**src/hw/rtl/itt_pkg.sv**
```systemverilog
// Shared types and constants for the INI text tokenizer.
`timescale 1ns / 1ps

package itt_pkg;

    // Default store depths
    localparam int unsigned NAME_DEPTH_DEF  = 32;
    localparam int unsigned VALUE_DEPTH_DEF = 32;

    // Character codes the parser reacts to
    localparam logic [7:0] CH_NUL    = 8'h00;
    localparam logic [7:0] CH_TAB    = 8'h09;
    localparam logic [7:0] CH_LF     = 8'h0A;
    localparam logic [7:0] CH_CR     = 8'h0D;
    localparam logic [7:0] CH_SPACE  = 8'h20;
    localparam logic [7:0] CH_HASH   = 8'h23;
    localparam logic [7:0] CH_COLON  = 8'h3A;
    localparam logic [7:0] CH_SEMI   = 8'h3B;
    localparam logic [7:0] CH_EQUAL  = 8'h3D;
    localparam logic [7:0] CH_LBRACK = 8'h5B;
    localparam logic [7:0] CH_RBRACK = 8'h5D;

    typedef enum logic [1:0] {
        KIND_SECTION = 2'd0,
        KIND_KEY     = 2'd1,
        KIND_VALUE   = 2'd2
    } token_kind_t;

    typedef enum logic [1:0] {
        ST_IDLE,
        ST_START,
        ST_READ,
        ST_FLUSH
    } state_t;

    // Store port strobes
    typedef struct packed {
        logic name_we;
        logic name_re;
        logic value_we;
        logic value_re;
    } store_ctl_t;

endpackage

```
**src/hw/rtl/ini_text_tokenizer.sv**
```systemverilog
// Top level of the INI text tokenizer: byte parser, report readout and output register.
`timescale 1ns / 1ps

// Channel   Ports                                    Direction  Moves
// -------   ---------------------------------------  ---------  ------------------------
// text      text_valid, text_ready, text_byte        in         one INI byte (0 = end)
// token     token_valid, token_ready, token_kind,     out        one reported character
//           token_char, run_end
//
// Input: a byte that causes no report is taken back to back with the next. A section report
// holds the input through the accept, the first store read, a read per name character and
// the terminator read that releases the last one. A setting adds a read per value character
// and a release step, and skips the terminator read when the name is capped.
// Output stalls hold the readout in place.
// Reset: rst_n clears control and the name-store valid bits at once; no clearing pass.

module ini_text_tokenizer #(
    parameter int unsigned NAME_DEPTH  = itt_pkg::NAME_DEPTH_DEF,
    parameter int unsigned VALUE_DEPTH = itt_pkg::VALUE_DEPTH_DEF
) (
    input  logic       clk,
    input  logic       rst_n,
    input  logic       text_valid,
    output logic       text_ready,
    input  logic [7:0] text_byte,
    output logic       token_valid,
    input  logic       token_ready,
    output logic [1:0] token_kind,
    output logic [7:0] token_char,
    output logic       run_end
);

    localparam int unsigned MAX_DEPTH = (NAME_DEPTH > VALUE_DEPTH) ? NAME_DEPTH : VALUE_DEPTH;
    localparam int unsigned WP_W      = $clog2(MAX_DEPTH);
    localparam int unsigned NA_W      = $clog2(NAME_DEPTH);
    localparam int unsigned VA_W      = $clog2(VALUE_DEPTH);

    // ------------------------------------------------------------------
    // Registers
    // ------------------------------------------------------------------
    itt_pkg::state_t      state_reg, state_next;
    logic                 in_setting_reg, in_setting_next;
    logic                 in_section_reg, in_section_next;
    logic                 skip_reg, skip_next;
    logic [WP_W-1:0]      wp_reg, wp_next;

    // report context: section or setting, value length captured at trigger
    logic                 rep_sec_reg, rep_sec_next;
    logic [WP_W-1:0]      rep_len_reg, rep_len_next;

    // readout: phase of the outstanding read (0 name, 1 value) and its index
    logic                 rd_phase_reg, rd_phase_next;
    logic [WP_W-1:0]      rd_idx_reg, rd_idx_next;

    // one-character hold stage: a char is released once it is known whether it ends the run
    logic                 hold_v_reg, hold_v_next;
    itt_pkg::token_kind_t hold_kind_reg, hold_kind_next;
    logic [7:0]           hold_char_reg, hold_char_next;

    // output register
    logic                 out_v_reg, out_v_next;
    itt_pkg::token_kind_t out_kind_reg, out_kind_next;
    logic [7:0]           out_char_reg, out_char_next;
    logic                 out_end_reg, out_end_next;

    // ------------------------------------------------------------------
    // Store interface
    // ------------------------------------------------------------------
    itt_pkg::store_ctl_t  st_ctl;
    logic [7:0]           name_wdata;
    logic [WP_W-1:0]      rd_addr;
    logic [7:0]           name_q;
    logic [7:0]           value_q;

    itt_store #(
        .NAME_DEPTH  (NAME_DEPTH),
        .VALUE_DEPTH (VALUE_DEPTH)
    ) u_store (
        .clk         (clk),
        .rst_n       (rst_n),
        .ctl         (st_ctl),
        .name_waddr  (wp_reg[NA_W-1:0]),
        .name_wdata  (name_wdata),
        .name_raddr  (rd_addr[NA_W-1:0]),
        .name_rdata  (name_q),
        .value_waddr (wp_reg[VA_W-1:0]),
        .value_wdata (text_byte),
        .value_raddr (rd_addr[VA_W-1:0]),
        .value_rdata (value_q)
    );

    // ------------------------------------------------------------------
    // Helpers
    // ------------------------------------------------------------------
    logic            accept;
    logic            out_free;
    logic            can_take;
    logic            wp_nz;
    logic            wp_in_name;
    logic [WP_W:0]   wp_inc;
    logic [WP_W:0]   rd_idx_inc;
    logic            name_cap_hit;
    logic            value_last;

    assign text_ready   = (state_reg == itt_pkg::ST_IDLE);
    assign accept       = text_valid && text_ready;
    assign out_free     = !out_v_reg || token_ready;
    assign can_take     = !hold_v_reg || out_free;
    assign wp_nz        = (wp_reg != '0);
    assign wp_in_name   = ({1'b0, wp_reg} < (WP_W + 1)'(NAME_DEPTH));
    assign wp_inc       = {1'b0, wp_reg} + 1'b1;
    assign rd_idx_inc   = {1'b0, rd_idx_reg} + 1'b1;
    // names are read as at most NAME_DEPTH-1 characters
    assign name_cap_hit = (rd_idx_inc == (WP_W + 1)'(NAME_DEPTH - 1));
    assign value_last   = (rd_idx_reg == rep_len_reg - 1'b1);

    // ------------------------------------------------------------------
    // State register and datapath registers
    // ------------------------------------------------------------------
    always_ff @(posedge clk or negedge rst_n)
    begin
        if (!rst_n)
        begin
            state_reg      <= itt_pkg::ST_IDLE;
            in_setting_reg <= 1'b0;
            in_section_reg <= 1'b0;
            skip_reg       <= 1'b0;
            wp_reg         <= '0;
            hold_v_reg     <= 1'b0;
            out_v_reg      <= 1'b0;
        end
        else
        begin
            state_reg      <= state_next;
            in_setting_reg <= in_setting_next;
            in_section_reg <= in_section_next;
            skip_reg       <= skip_next;
            wp_reg         <= wp_next;
            hold_v_reg     <= hold_v_next;
            out_v_reg      <= out_v_next;
        end
    end

    always_ff @(posedge clk)
    begin
        rep_sec_reg   <= rep_sec_next;
        rep_len_reg   <= rep_len_next;
        rd_phase_reg  <= rd_phase_next;
        rd_idx_reg    <= rd_idx_next;
        hold_kind_reg <= hold_kind_next;
        hold_char_reg <= hold_char_next;
        out_kind_reg  <= out_kind_next;
        out_char_reg  <= out_char_next;
        out_end_reg   <= out_end_next;
    end

    // ------------------------------------------------------------------
    // Next state: parser in IDLE, readout sequencer otherwise
    // ------------------------------------------------------------------
    always_comb
    begin
        state_next      = state_reg;
        in_setting_next = in_setting_reg;
        in_section_next = in_section_reg;
        skip_next       = skip_reg;
        wp_next         = wp_reg;
        rep_sec_next    = rep_sec_reg;
        rep_len_next    = rep_len_reg;
        rd_phase_next   = rd_phase_reg;
        rd_idx_next     = rd_idx_reg;
        hold_v_next     = hold_v_reg;
        hold_kind_next  = hold_kind_reg;
        hold_char_next  = hold_char_reg;
        out_v_next      = out_v_reg && !token_ready;
        out_kind_next   = out_kind_reg;
        out_char_next   = out_char_reg;
        out_end_next    = out_end_reg;
        st_ctl          = '0;
        name_wdata      = itt_pkg::CH_NUL;
        rd_addr         = '0;

        case (state_reg)
            itt_pkg::ST_IDLE:
            begin
                if (accept)
                begin
                    if (skip_reg)
                    begin
                        if (text_byte == itt_pkg::CH_CR || text_byte == itt_pkg::CH_LF ||
                            text_byte == itt_pkg::CH_NUL)
                        begin
                            skip_next = 1'b0;
                            wp_next   = '0;
                        end
                    end
                    else
                    begin
                        case (text_byte)
                            itt_pkg::CH_NUL, itt_pkg::CH_CR, itt_pkg::CH_LF:
                            begin
                                if (in_setting_reg && wp_nz)
                                begin
                                    state_next   = itt_pkg::ST_START;
                                    rep_sec_next = 1'b0;
                                    rep_len_next = wp_reg;
                                end
                                in_setting_next = 1'b0;
                                in_section_next = 1'b0;
                                wp_next         = '0;
                            end
                            itt_pkg::CH_SPACE, itt_pkg::CH_TAB:
                            begin
                                if (in_setting_reg && wp_nz)
                                begin
                                    state_next      = itt_pkg::ST_START;
                                    rep_sec_next    = 1'b0;
                                    rep_len_next    = wp_reg;
                                    in_setting_next = 1'b0;
                                    in_section_next = 1'b0;
                                    skip_next       = 1'b1;
                                end
                                else if (!in_setting_reg && wp_nz && wp_in_name)
                                begin
                                    // terminate the key
                                    st_ctl.name_we = 1'b1;
                                end
                                wp_next = '0;
                            end
                            itt_pkg::CH_LBRACK:
                            begin
                                in_section_next = 1'b1;
                            end
                            itt_pkg::CH_RBRACK:
                            begin
                                if (in_section_reg && wp_nz)
                                begin
                                    st_ctl.name_we = wp_in_name;
                                    state_next     = itt_pkg::ST_START;
                                    rep_sec_next   = 1'b1;
                                end
                                in_setting_next = 1'b0;
                                in_section_next = 1'b0;
                                skip_next       = 1'b1;
                                wp_next         = '0;
                            end
                            itt_pkg::CH_HASH, itt_pkg::CH_SEMI:
                            begin
                                in_setting_next = 1'b0;
                                in_section_next = 1'b0;
                                skip_next       = 1'b1;
                                wp_next         = '0;
                            end
                            itt_pkg::CH_COLON, itt_pkg::CH_EQUAL:
                            begin
                                if (in_section_reg)
                                begin
                                    in_setting_next = 1'b0;
                                    in_section_next = 1'b0;
                                    skip_next       = 1'b1;
                                end
                                else
                                begin
                                    in_setting_next = 1'b1;
                                    st_ctl.name_we  = wp_nz && wp_in_name;
                                end
                                wp_next = '0;
                            end
                            default:
                            begin
                                if (in_setting_reg)
                                begin
                                    st_ctl.value_we =
                                        ({1'b0, wp_reg} < (WP_W + 1)'(VALUE_DEPTH));
                                    if (wp_inc >= (WP_W + 1)'(VALUE_DEPTH))
                                    begin
                                        in_setting_next = 1'b0;
                                        in_section_next = 1'b0;
                                        skip_next       = 1'b1;
                                        wp_next         = '0;
                                    end
                                    else
                                    begin
                                        wp_next = wp_inc[WP_W-1:0];
                                    end
                                end
                                else
                                begin
                                    st_ctl.name_we = wp_in_name;
                                    name_wdata     = text_byte;
                                    if (wp_inc >= (WP_W + 1)'(NAME_DEPTH))
                                    begin
                                        in_setting_next = 1'b0;
                                        in_section_next = 1'b0;
                                        skip_next       = 1'b1;
                                        wp_next         = '0;
                                    end
                                    else
                                    begin
                                        wp_next = wp_inc[WP_W-1:0];
                                    end
                                end
                            end
                        endcase
                    end
                end
            end

            itt_pkg::ST_START:
            begin
                // stores were written at the trigger edge; first name read now
                st_ctl.name_re = 1'b1;
                rd_addr        = '0;
                rd_phase_next  = 1'b0;
                rd_idx_next    = '0;
                state_next     = itt_pkg::ST_READ;
            end

            itt_pkg::ST_READ:
            begin
                // read data stays on the store output until it is consumed
                if (can_take)
                begin
                    if (!rd_phase_reg && name_q == itt_pkg::CH_NUL)
                    begin
                        if (rep_sec_reg)
                        begin
                            if (hold_v_reg)
                            begin
                                out_v_next    = 1'b1;
                                out_kind_next = hold_kind_reg;
                                out_char_next = hold_char_reg;
                                out_end_next  = 1'b1;
                                hold_v_next   = 1'b0;
                            end
                            state_next = itt_pkg::ST_IDLE;
                        end
                        else
                        begin
                            st_ctl.value_re = 1'b1;
                            rd_addr         = '0;
                            rd_phase_next   = 1'b1;
                            rd_idx_next     = '0;
                        end
                    end
                    else
                    begin
                        if (hold_v_reg)
                        begin
                            out_v_next    = 1'b1;
                            out_kind_next = hold_kind_reg;
                            out_char_next = hold_char_reg;
                            out_end_next  = 1'b0;
                        end
                        hold_v_next = 1'b1;
                        if (rd_phase_reg)
                        begin
                            hold_kind_next = itt_pkg::KIND_VALUE;
                            hold_char_next = value_q;
                            if (value_last)
                            begin
                                state_next = itt_pkg::ST_FLUSH;
                            end
                            else
                            begin
                                st_ctl.value_re = 1'b1;
                                rd_addr         = rd_idx_inc[WP_W-1:0];
                                rd_idx_next     = rd_idx_inc[WP_W-1:0];
                            end
                        end
                        else
                        begin
                            hold_kind_next = rep_sec_reg ? itt_pkg::KIND_SECTION
                                                         : itt_pkg::KIND_KEY;
                            hold_char_next = name_q;
                            if (name_cap_hit)
                            begin
                                if (rep_sec_reg)
                                begin
                                    state_next = itt_pkg::ST_FLUSH;
                                end
                                else
                                begin
                                    st_ctl.value_re = 1'b1;
                                    rd_addr         = '0;
                                    rd_phase_next   = 1'b1;
                                    rd_idx_next     = '0;
                                end
                            end
                            else
                            begin
                                st_ctl.name_re = 1'b1;
                                rd_addr        = rd_idx_inc[WP_W-1:0];
                                rd_idx_next    = rd_idx_inc[WP_W-1:0];
                            end
                        end
                    end
                end
            end

            itt_pkg::ST_FLUSH:
            begin
                if (!hold_v_reg)
                begin
                    state_next = itt_pkg::ST_IDLE;
                end
                else if (out_free)
                begin
                    out_v_next    = 1'b1;
                    out_kind_next = hold_kind_reg;
                    out_char_next = hold_char_reg;
                    out_end_next  = 1'b1;
                    hold_v_next   = 1'b0;
                    state_next    = itt_pkg::ST_IDLE;
                end
            end

            default:
            begin
                state_next = itt_pkg::ST_IDLE;
            end
        endcase
    end

    assign token_valid = out_v_reg;
    assign token_kind  = out_kind_reg;
    assign token_char  = out_char_reg;
    assign run_end     = out_end_reg;

    // ------------------------------------------------------------------
    // Assertions
    // ------------------------------------------------------------------

    // the hold stage is always drained before a new byte is taken
    a_idle_hold_empty: assert property (@(posedge clk) disable iff (!rst_n)
        (state_reg == itt_pkg::ST_IDLE) |-> !hold_v_reg)
        else $error("hold stage occupied while accepting bytes");

    // a character that does not end its run means the readout is still busy
    a_open_run_busy: assert property (@(posedge clk) disable iff (!rst_n)
        (out_v_reg && !out_end_reg) |-> (state_reg != itt_pkg::ST_IDLE))
        else $error("unterminated run left with the parser idle");

    // value characters belong only to setting reports
    a_value_in_setting: assert property (@(posedge clk) disable iff (!rst_n)
        (hold_v_reg && hold_kind_reg == itt_pkg::KIND_VALUE) |-> !rep_sec_reg)
        else $error("value character inside a section report");

    // a run_end transaction is the last one: the readout has finished the report
    a_end_closes_report: assert property (@(posedge clk) disable iff (!rst_n)
        (state_reg == itt_pkg::ST_FLUSH && hold_v_reg && out_free)
            |=> (state_reg == itt_pkg::ST_IDLE && out_v_reg && out_end_reg))
        else $error("final character not released with run_end");

endmodule

```
**src/hw/rtl/itt_store.sv**
```systemverilog
// Name and value character stores with registered read ports.
`timescale 1ns / 1ps

module itt_store #(
    parameter int unsigned NAME_DEPTH  = itt_pkg::NAME_DEPTH_DEF,
    parameter int unsigned VALUE_DEPTH = itt_pkg::VALUE_DEPTH_DEF
) (
    input  logic                           clk,
    input  logic                           rst_n,
    input  itt_pkg::store_ctl_t            ctl,
    input  logic [$clog2(NAME_DEPTH)-1:0]  name_waddr,
    input  logic [7:0]                     name_wdata,
    input  logic [$clog2(NAME_DEPTH)-1:0]  name_raddr,
    output logic [7:0]                     name_rdata,
    input  logic [$clog2(VALUE_DEPTH)-1:0] value_waddr,
    input  logic [7:0]                     value_wdata,
    input  logic [$clog2(VALUE_DEPTH)-1:0] value_raddr,
    output logic [7:0]                     value_rdata
);

    logic [7:0]            name_mem [NAME_DEPTH];
    logic [7:0]            value_mem [VALUE_DEPTH];
    logic [NAME_DEPTH-1:0] name_vld_reg;
    logic [7:0]            name_rdata_reg;
    logic [7:0]            value_rdata_reg;

    // unwritten name entries read as zero (terminator)
    always_ff @(posedge clk or negedge rst_n)
    begin
        if (!rst_n)
        begin
            name_vld_reg <= '0;
        end
        else if (ctl.name_we)
        begin
            name_vld_reg[name_waddr] <= 1'b1;
        end
    end

    always_ff @(posedge clk)
    begin
        if (ctl.name_we)
        begin
            name_mem[name_waddr] <= name_wdata;
        end
        if (ctl.name_re)
        begin
            name_rdata_reg <= name_vld_reg[name_raddr] ? name_mem[name_raddr] : 8'h00;
        end
    end

    always_ff @(posedge clk)
    begin
        if (ctl.value_we)
        begin
            value_mem[value_waddr] <= value_wdata;
        end
        if (ctl.value_re)
        begin
            value_rdata_reg <= value_mem[value_raddr];
        end
    end

    assign name_rdata  = name_rdata_reg;
    assign value_rdata = value_rdata_reg;

endmodule

```
**config.mk**
```make
export PLATFORM = sky130hd
export DESIGN_NAME = ini_text_tokenizer
export DESIGN_NICKNAME = d
export VERILOG_FILES = /design/src/hw/rtl/itt_pkg.sv /design/src/hw/rtl/ini_text_tokenizer.sv /design/src/hw/rtl/itt_store.sv
export SDC_FILE = /design/constraint.sdc
export NUM_CORES = 1
export LEC_CHECK = 0
export ABC_AREA = 1
export BUFFER_PORTS_ARGS = -buffer_cell sky130_fd_sc_hd__buf_2
export CAP_MARGIN = 25
export CELL_PAD_IN_SITES_DETAIL_PLACEMENT = 0
export CELL_PAD_IN_SITES_GLOBAL_PLACEMENT = 1
export CORE_ASPECT_RATIO = 1.4
export CORE_UTILIZATION = 30
export CTS_CLUSTER_SIZE = 20
export DETAILED_ROUTE_END_ITERATION = 6
export GPL_TIMING_DRIVEN = 0
export MAX_ROUTING_LAYER = met4
export PLACE_DENSITY = 0.52
export SYNTH_ARGS = -nofsm -noshare
export SYNTH_HDL_FRONTEND = slang
export SYNTH_SLANG_ARGS = --single-unit
```
**constraint.sdc**
```tcl
create_clock -name clk -period 5.5 [get_ports clk]
set_input_delay 1.1 -clock clk [delete_from_list [all_inputs] [get_ports clk]]
set_output_delay 1.1 -clock clk [all_outputs]
set_load 0.1 [all_outputs]
```
==> results.md <==
* Max_slew headroom at 0.282
* Die width at 257 um
* Vias per cell at 4.82
* Final hold vios at 0
* Nets@finish at 2742
* Critical path peak fanout at 10
* Top cell type by total area after synthesis: edfxtp_1
* Cell with the most instances after synthesis: edfxtp_1
* Reg power frac at 0.346
* WP data arrival at 5.53 ns
* Clk pin slew, worst setup/hold paths at 0.06 ns
* Worst skew pair latency at 0.62 ns
* Worst vdd ir at 224 uV
* Final-report setup violation count at 0
* Synthesized instance count at 2586
* Initial Utilization at 0.303
* Vias at 19.1k
* # hold bufs at CTS at 0
* RR Startpoint: rd_idx_reg[0]
* Die Height at 358 um
* ANT nets after route at 0
* Core ar. at 0.0898 mm2
* Lkg Pwr at 0.0123 uW
* Setup Fix Bufs, Post-CTS at 0
* Synth Register Bits at 605
* Post-Syn Nets at 2609
* Diodes inserted at 0
* Main synth FF type: edfxtp_1
* Pwr dens at 509 mW/mm2
* CTS tree: built
* Pre-CTS setup slack at 0.203 ns
* Row cnt at 130
* Logic pwr share at 0.372
* DRC Markers at 0
* Async SR Flop Fraction at 0.0727
* Top cells by area, synth: edfxtp_1 (62%), nand2_1 (6.6%), nand3_1 (5.4%)
* Grt ovf at 0
* Initial antenna violation count at 1
* GPL Wtd Cong at 0.916
* CTS Buf Count at 67
* Number of global-route vias before repair at 19.3k
* Synthesized area per cell at 10.5 um2
* Total power at 16000 uW
* RSZ-0062 raised after global routing: false
* Sequential share of the synthesized area at 0.659
* Wirelength per Cell at 23.6 um
* Post-synth top area share at 0.619
* Crit share post-route at 0.948
* Crit path time final at 5.21 ns
* DIE AREA at 0.0919 mm2
* Clock Sink Count at 605
* Clk_skew at 0.0156 ns
* Ratio of cells with drive above 1 in the final layout at 0.113
* Max Cap Violations at 0
* IO Pins at 25
* Switching Fraction at 0.403
* Largest net degree at the start of global routing at 38
* Synth Warn # at 0
* Post-CTS resize count at 0
* Crit path kind: register to register
* PnR worst setup slack at 0.286 ns
* DRT iter0 DRCs at 1464
* Clock Power Share at 0.282
* Worst setup startpoint: rd_idx_reg[0]
* Root Buffer: clkbuf_16
* Cell Int Power at 9560 uW
* Layout Area Growth over Synthesis at 15.7%
* Post-DP HPWL at 68600 um
* Post-synth EDFFs at 561
* Mapped cell area at 0.0272 mm2
* Final wirelength at 93400 um
* Slew @ Worst Pin at 1.07 ns
* H-tree levels at 3
* Worst min path class: primary input to async pin
* Highest clock rate at 192 MHz
* Status: complete, no violations
* Worst Setup End Kind: register
* Psw at 6460 uW
* CP Launch Type: register
* Netlist cell types at 38
* First-pass GRT wire length at 135000 um
* Fin. max-slew vios at 0
* Clock Path Buffers at 3
* DRT Pass-1 Iters at 6
* Critical Path RT at 5.82 ns
* Buffers on Ports at 24
* Gr usage total at 0.210
* List of most frequent post-synthesis cells: edfxtp_1 (561), nand2_1 (482), inv_1 (354)
## final timing paths
path / to / slack (ns) / cells past startpoint
setup / recovery: u_store.value_rdata[3] / 0.29 / 18
hold / removal: token_valid / 0.34 / 1
setup reg to reg: u_store.value_rdata[3] / 0.29 / 18
hold reg to reg: token_kind[0] / 0.42 / 0
max in group asynchronous: u_store.name_vld_reg[2] / 4.65 / 2
min in group clk: token_kind[0] / 0.42 / 0
## power by group through the flow
stage	Clock [uW]	Combinational, uW	Sequential, uW
detailed placement	0	6020	5630
CTS	4630	6040	5540
floorplan	0	3320	5880
finish	4520	5960	5530
global route	4780	6460	5560
global placement	0	5930	5640
## area by class of cell
type | instances | area, um2
Timing Repair Buffer | 64 | 571
Clock buffer | 98 | 1950
Inverter | 365 | 1370
Buffer | 155 | 850
Tap cell | 1188 | 1490
Fill cell | 9106 | 58300
Clock inverter | 23 | 218
Multi-Input combinational cell | 1461 | 7090
Sequential cell | 605 | 17900
## metrics by stage
step | util | instance area, um2 | instances | hold WS, ns | TNS [ns]
floorplan | - | 27200 | 2586 | 0.400 | 0
global placement | 0.321 | 28800 | 3798 | 0.407 | -607.89
detailed placement | 0.326 | 29300 | 3835 | 0.413 | 0
CTS | 0.350 | 31500 | 3956 | 0.314 | 0
global route | 0.351 | 31500 | 3959 | 0.334 | 0
finish | 0.351 | 31500 | 3959 | 0.338 | 0
## critical path, stage by stage, from the launching register on
cell,delay [ns]
edfxtp_1,0.41
buf_4,0.21
inv_4,0.15
clkbuf_1,0.55
buf_1,0.79
ha_1,0.27
inv_1,0.04
nor2_1,0.11
nand2_1,0.10
nor2_4,0.15
a21oi_4,0.10
nand3_2,0.23
buf_2,0.38
buf_1,0.58
nand3_1,0.16
nand3_1,0.28
nand2_1,0.12
nand2_1,0.08
nand2_1,0.16
## logic make-up after synthesis
kind of cell / synth area share
simple gates: 0.204
flops: 0.659
buf+inv: 0.0817
compound gates: 0.0496
fa+ha+maj: 0.00506
## metal layers
metal	GRT usage	vias up	wire length [um]
li1	-	9069	-
met1	0.234	9391	37300
met2	0.377	445	49100
met3	0.0228	162	2910
met4	0.0920	0	4010
met5	-	-	0
## layout by cell type (no fill, tap or decap), types with 3 or more instances in the layout
| master | count |
|---|---|
| buf_1 | 13 |
| clkinv_1 | 7 |
| a211oi_1 | 5 |
| dfrtp_1 | 44 |
| clkbuf_1 | 67 |
| nor3_2 | 6 |
| bufinv_16 | 4 |
| o21ai_0 | 45 |
| or2_1 | 30 |
| buf_4 | 25 |
| o211ai_1 | 88 |
| nor2_4 | 5 |
| inv_2 | 7 |
| nand4_1 | 125 |
| a21oi_1 | 13 |
| nand2_1 | 482 |
| clkbuf_16 | 74 |
| nand3_2 | 5 |
| clkinv_2 | 12 |
| nand3_1 | 294 |
| clkinvlp_4 | 3 |
| inv_1 | 354 |
| buf_12 | 3 |
| nor3_1 | 12 |
| or2_2 | 24 |
| buf_2 | 89 |
| nand2_2 | 4 |
| ha_1 | 11 |
| edfxtp_1 | 561 |
| o21ai_1 | 48 |
| buf_6 | 43 |
| nor2_1 | 247 |
Power figures use the tool's default switching activity.
